## src/keyframe_record_and_lerp_playback_unit_macros.svh

```systemverilog
// Assertion macros for the keyframe record and playback unit.
// Included by the modules that carry concurrent assertions.
`ifndef KEYFRAME_RECORD_AND_LERP_PLAYBACK_UNIT_MACROS_SVH
`define KEYFRAME_RECORD_AND_LERP_PLAYBACK_UNIT_MACROS_SVH
`ifndef SYNTHESIS
// Implication checked on every clock edge outside reset.
`define KLP_ASSERT_IMP(label, clk, rst_n, pre, post) \
  label: assert property (@(posedge clk) disable iff (!rst_n) (pre) |-> (post)) \
    else $error("assertion failed");
// Implication whose consequent is checked in the cycle after the antecedent.
`define KLP_ASSERT_NEXT(label, clk, rst_n, pre, post) \
  label: assert property (@(posedge clk) disable iff (!rst_n) (pre) |=> (post)) \
    else $error("assertion failed");
`else
`define KLP_ASSERT_IMP(label, clk, rst_n, pre, post)
`define KLP_ASSERT_NEXT(label, clk, rst_n, pre, post)
`endif
`endif

```

## src/klp_pkg.sv

```systemverilog
// Shared types and constants of the keyframe record and playback unit.
// No dependencies.
package klp_pkg;
  localparam int unsigned MaxFramesDef = 1024;
  localparam int unsigned ChanW = 32;
  localparam int unsigned TimeW = 32;
  localparam int unsigned StatusW = 3;

  localparam logic [StatusW-1:0] StStored = 3'd0;
  localparam logic [StatusW-1:0] StFull   = 3'd1;
  localparam logic [StatusW-1:0] StOk     = 3'd2;
  localparam logic [StatusW-1:0] StEmpty  = 3'd3;
  localparam logic [StatusW-1:0] StEnd    = 3'd4;

  localparam logic OpRecord = 1'b0;
  localparam logic OpPlay   = 1'b1;

  // One queued beat between front and back.
  typedef struct packed {
    logic                   op;
    logic [TimeW-1:0]       t;
    logic [6*ChanW-1:0]     ch;
  } cmd_t;
endpackage

```

## src/klp_front.sv

```systemverilog
// Front end: takes command beats and holds them in a two-entry queue.
// Depends on klp_pkg.
module klp_front (
  input  logic          clk_i,
  input  logic          rst_ni,
  input  logic          start_i,
  output logic          busy_o,
  input  klp_pkg::cmd_t cmd_i,
  output logic          valid_o,
  output klp_pkg::cmd_t cmd_o,
  input  logic          pop_i
);
  import klp_pkg::*;

  cmd_t       q_q [2];
  logic       wp_q, rp_q;
  logic [1:0] cnt_q;
  logic       push;

  assign busy_o  = (cnt_q == 2'd2);
  assign push    = start_i && !busy_o;
  assign valid_o = (cnt_q != 2'd0);
  assign cmd_o   = q_q[rp_q];

  // Queue storage.
  always_ff @(posedge clk_i) begin
    if (push) begin
      q_q[wp_q] <= cmd_i;
    end
  end

  // Queue pointers and fill.
  always_ff @(posedge clk_i or negedge rst_ni) begin
    if (!rst_ni) begin
      wp_q  <= 1'b0;
      rp_q  <= 1'b0;
      cnt_q <= 2'd0;
    end else begin
      if (push) wp_q <= ~wp_q;
      if (pop_i) rp_q <= ~rp_q;
      cnt_q <= cnt_q + {1'b0, push} - {1'b0, pop_i};
    end
  end

  `include "keyframe_record_and_lerp_playback_unit_macros.svh"
  `KLP_ASSERT_IMP(a_no_pop_empty, clk_i, rst_ni, pop_i, cnt_q != 2'd0)
  `KLP_ASSERT_IMP(a_fill_range, clk_i, rst_ni, 1'b1, cnt_q != 2'd3)
  `KLP_ASSERT_NEXT(a_push_fills, clk_i, rst_ni, push && !pop_i, cnt_q != 2'd0)
endmodule

```

## config.mk

```make
export PLATFORM = sky130hd
export DESIGN_NAME = klp_front
export DESIGN_NICKNAME = d
export VERILOG_FILES = /design/src/klp_pkg.sv /design/src/klp_front.sv
export VERILOG_INCLUDE_DIRS = /design/src /design/src/src
export SDC_FILE = /design/constraint.sdc
export NUM_CORES = 1
export LEC_CHECK = 0
export BUFFER_PORTS_ARGS = -buffer_cell sky130_fd_sc_hd__buf_4
export CAP_MARGIN = 10
export CELL_PAD_IN_SITES_DETAIL_PLACEMENT = 1
export CELL_PAD_IN_SITES_GLOBAL_PLACEMENT = 1
export CORE_MARGIN = 10
export CORE_UTILIZATION = 48
export DETAILED_ROUTE_END_ITERATION = 6
export HOLD_SLACK_MARGIN = 0.15
export PLACE_DENSITY_LB_ADDON = 0.1
export SYNTH_ARGS = -nofsm -noshare
export SYNTH_HDL_FRONTEND = slang
export SYNTH_SLANG_ARGS = --single-unit
```

## constraint.sdc

```tcl
create_clock -name clk_i -period 29.5 [get_ports clk_i]
set_input_delay 2.95 -clock clk_i [delete_from_list [all_inputs] [get_ports clk_i]]
set_output_delay 2.95 -clock clk_i [all_outputs]
set_load 0.01 [all_outputs]
```

### Yosys cells after proc, flatten, opt, wreduce, memory -nomap -nowiden

Memory sizes are Yosys's and may differ from the RTL's.
Cells that the tools add are included.

| operators by class | value |
|---|---|
| add/subtract/negate cells | 2 |
| reductions and logical operators | 3 |
| muxes and demuxes | 2 |
| bitwise logic cells | 2 |
| equality and inequality tests | 1 |

Operator list:

| cell | number |
|---|---|
| $add 2x1->2 | 1 |
| $eq 2x2->1 const B | 1 |
| $mux 1 | 2 |
| $not 1->1 | 2 |
| $reduce_bool 2->1 | 1 |
| $sub 2x1->2 | 1 |
| $logic_and 1x1->1 | 1 |
| $logic_not 1->1 | 1 |

| storage, ports and cells | value |
|---|---|
| memories | 1 |
| bits in writable memories | 450 |
| register bits | 4 |
| output and inout bits | 227 |

Memories:

| name | words | width | read ports | clocked after Yosys merged registers in | write ports | RTL line | source |
|---|---|---|---|---|---|---|---|
| q_q | 2 | 225 | 1 | 0 | 1 | klp_front.sv:15 | `cmd_t q_q [2];` |

### Logic depth before layout (Yosys ltp)

| logic depth | value |
|---|---|
| depth after elaboration | 5 |
| gate-level depth with buffers | 7 |
| gate-level depth less buffers | 7 |

### Worst setup path after synthesis

No wires, ideal clock.

| timing path | value |
|---|---|
| path kind | input to register |
| start | in start_i |
| end | mem q_q[0][0] (netlist bit) (enable) |
| data arrival time | 12367 ps |
| required time | 28686 ps |
| stages on the path | 2 |
| library setup time | 814 ps |
| setup slack | 16319 ps |
| cell sequence | nand2_1 -> nor2_1 |

| on the way | value |
|---|---|
| cells in the longest elaborated chain, start to end | 3 |

Ends and longest elaborated chain:

| element | RTL line | source |
|---|---|---|
| start, declared | klp_front.sv:6 | `input logic start_i,` |
| $logic_and 1x1->1 | klp_front.sv:21 | `assign push = start_i && !busy_o;` |
| $mux 1 | klp_front.sv:27 | `if (push) begin` |
| $mux 1 (implied by the code) | klp_front.sv:28 | `q_q[wp_q] <= cmd_i;` |
| end, declared | klp_front.sv:15 |  |

Every way passes these cells.

==> results by group <==
Floorplan
  • Die extent in x: 208 µm
  • Height of the chip: 208 µm
  • Area of the die: 43300 µm²
  • Row count: 68
  • Placeable Area: 34700 µm²
  • Effective utilization at floorplan: 49.0%
  • IO Count: 456

Logic synthesis
  • Yosys warns: 0
  • Post-synthesis register bit count: 454
  • Cell area after synthesis: 17000 µm²
  • Mean instance size in the synthesized netlist: 23.7 µm²
  • Number of nets produced by synthesis: 948
  • Sequential area share after synthesis: 80.1%
  • Library cells used by synthesis: 15
  • Proportion of netlist area held by the largest area contributor: 79.5%
  • Synth area leader: edfxtp_1
  • Synthesized instance count: 717
  • Leading cell types by total area after synthesis: edfxtp_1 (79%), mux2_4 (12%), mux2_2 (5.6%)

Drt
  • Final routed wirelength across all metal layers: 44.0 mm
  • Number of DRC violations after detailed routing: 0
  • WL per Instance: 25.9 µm
  • DRT iter0 DRCs: 415
  • Mean number of vias per cell: 5.04
  • DRT antenna net count: 0
  • Total via count after detailed routing: 8550
  • DRT Pass-1 Iters: 4

Final layout
  • Fill cell count: 2956
  • Design area: 22400 µm²
  • Share of layout cells above drive strength 1: 61.1%
  • Area growth from synthesis to layout: 31.9%
  • Final layout net count: 1433
  • Fraction of the core area covered by cells at the end of the flow: 64.6%

Clock network
  • Max clock buf depth: 3
  • Post-CTS clock slew at the launch and capture registers of the worst setup and hold paths: 0.06 ns
  • TritonCTS clock tree: built
  • Number of levels the H-tree was split into: 2
  • Root Buffer Master: clkbuf_16
  • Post-CTS repair timing setup buffer count: 0
  • Clock tree sinks: 454
  • Post-CTS resize count: 0
  • Clock Latency Late Sink: 0.55 ns
  • Clock buffer count from CTS: 46
  • Hold bufs inserted after CTS: 0

Timing
  • Final count of pins violating max slew: 0
  • Min cycle time layout: 6.11 ns
  • Clock Skew: 0.0107 ns
  • Final setup fails: 0
  • Least setup slack across all paths after layout: 23.39 ns
  • Worst slew margin relative to its limit: 22.6%
  • Highest Clock Rate: 164 MHz
  • Sum of negative setup slack: 0 ns
  • Min Hold Slack: 0.556 ns
  • Number of endpoints with negative hold slack in the final report: 0
  • Actual transition at the worst max-transition pin: 1.16 ns
  • Final clock period utilization by the worst path: 20.7%
  • Unrepaired setup endpoints after global routing: false

Critical path
  • Worst-path maximum fanout: 71
  • Worst reg2reg path depth: 4
  • Worst path max stage delay: 1.16 ns
  • Worst setup slack for register-to-register paths: 26.30 ns
  • Critical path data required time: 26.55 ns
  • Startpoint type of the worst setup path: register
  • Most numerous cell on the critical path: buf_4
  • Capturing element type of the critical path: primary output
  • Crit path arrival time: 3.16 ns
  • Worst-path cell chain: buf_4 -> mux2_2 -> buf_4
  • Gate family responsible for the most delay along the worst path: flip-flops
  • Launch instance of the worst register-to-register path: cnt_q[0]
  • Number of buffer and inverter instances along the worst setup path: 2
  • CP Class: reg -> out
  • Critical path origin: rp_q
  • CP max stage cell: dfrtp_4
  • End of the worst register-to-register path: q_q[1][135]

Global route
  • Overflow left after global routing: 0
  • Global Route Usage Sum: 19.6%
  • Met2 Track Usage GR: 35.3%
  • Met1 capacity usage during global routing: 20.6%
  • Global-route wire length before repair: 63.1 mm
  • Initial antenna violation count: 6
  • Maximum number of pins on one net before global-route repair: 160
  • Layer with the highest usage after global routing: met2
  • Global-route met3 utilization: 7.46%
  • Number of global-route vias before repair: 9602

Placement
  • DP Worst Slack: 23.81 ns
  • # port buffers: 455
  • Total half-perimeter wirelength after legalization and detailed placement: 30.7 mm
  • Final estimated routing congestion in global placement: 0.737
  • Area of placed instances: 20800 µm²

Power and ir drop
  • Part of the total power dissipated in the clock network: 25.8%
  • Relative contribution of sequential cells to total power: 40.9%
  • Leakage dissipation: 8.75 nW
  • Switching share of total power: 28.5%
  • Combinational share of power: 33.3%
  • Peak supply drop: 62.5 µV
  • Internal power: 0.00164 W
  • Total power divided by cell area: 103 nW/µm²
  • Net switching component of the power: 0.000657 W

Flow run
  • Max capacitance violation total: 0

Hold path
  • Hold depth: 1
  • Worst hold endpoint: cnt_q[0]
  • Startpoint of the worst hold path: cnt_q[0]
  • Classification of the worst-slack hold path: reg -> reg

Run status
  • Result of the run: finished clean
==> cell usage in the layout (no fill, tap or decap), types with 3 or more instances in the layout <==
master	synthesis	layout
xnor2_1	3	3
mux2_4	140	140
clkinv_1	0	12
clkbuf_16	0	49
buf_4	0	460
bufinv_16	0	7
clkbuf_1	0	7
mux2_2	85	85
dfrtp_1	4	3
clkinv_2	0	7
edfxtp_1	450	450
diode_2	0	5
==> cells by family (layout without fill, tap and decap cells) <==
| kind of cell | Yosys count | count (layout) | share of synthesized area, % |
|---|---|---|---|
| buffers and inverters | 27 | 548 | 1.41 |
| other | 0 | 5 | 0 |
| adders and majority gates | 2 | 2 | 0.147 |
| DFF | 454 | 454 | 80.1 |
| and+or+nand+nor | 5 | 5 | 0.155 |
| muxes | 225 | 225 | 18.0 |
| xor gates and xnor gates | 4 | 4 | 0.206 |
==> synthesized netlist by cell type, drive strengths merged <==
master  count
and3        1
or2         1
ha          2
dfrtp       4
xnor2       3
xor2        1
nor2        1
buf        25
nand2       1
inv         2
mux2      225
nand2b      1
edfxtp    450
==> registers in the layout, indices dropped and copies added, names as in the netlist <==
register  cells
q_q         450
cnt_q         2
rp_q          1
wp_q          1
==> stage by stage <==
| stage | total power, W | cells |
|---|---|---|
| floorplan | 0.00142 | 717 |
| finish | 0.00230 | 1698 |
| detailed placement | 0.00173 | 1609 |
| global route | 0.00240 | 1696 |
| CTS | 0.00234 | 1693 |
| global placement | 0.00172 | 1609 |
==> layout make-up <==
| type | instances | area, µm² | area share, % |
|---|---|---|---|
| clock inverters | 28 | 305 | 1.36 |
| multi-input cells | 236 | 3160 | 14.1 |
| clock buffers | 56 | 1250 | 5.59 |
| well taps | 455 | 569 | 2.54 |
| repair buffers | 462 | 3490 | 15.6 |
| flip-flops and latches | 454 | 13600 | 60.7 |
| inverters | 2 | 7.51 | 0.0335 |
| diodes | 5 | 12.5 | 0.0558 |
==> metal layers <==
layer / wire [µm] / share of wire [%]
met5: 11 / 0.025
met4: 989 / 2.2
met3: 3760 / 8.5
met2: 23500 / 53
met1: 15700 / 36
==> power groups by stage <==
stage          combinational [W]  clock, W  sequential (W)
3_3_place_gp            0.000772         0        0.000944
5_1_grt                 0.000814  0.000633        0.000956
2_1_floorplan           0.000457         0        0.000966
4_1_cts                 0.000783  0.000608        0.000944
6_report                0.000766  0.000593        0.000941
3_5_place_dp            0.000778         0        0.000955
==> how the worst max path moves through the flow <==
| stage | depth (start not counted) | to | slack, ns |
|---|---|---|---|
| after floorplan | 2 | q_q[0][0] | 16.32 |
| after global placement | 4 | q_q[1][175] | 23.77 |
| after detailed placement | 4 | q_q[1][179] | 23.81 |
| after CTS | 3 | cmd_o[55] | 23.32 |
| after global routing | 3 | cmd_o[59] | 23.23 |
| final | 3 | cmd_o[59] | 23.39 |
Note: power is estimated with default switching activity, not from simulation.
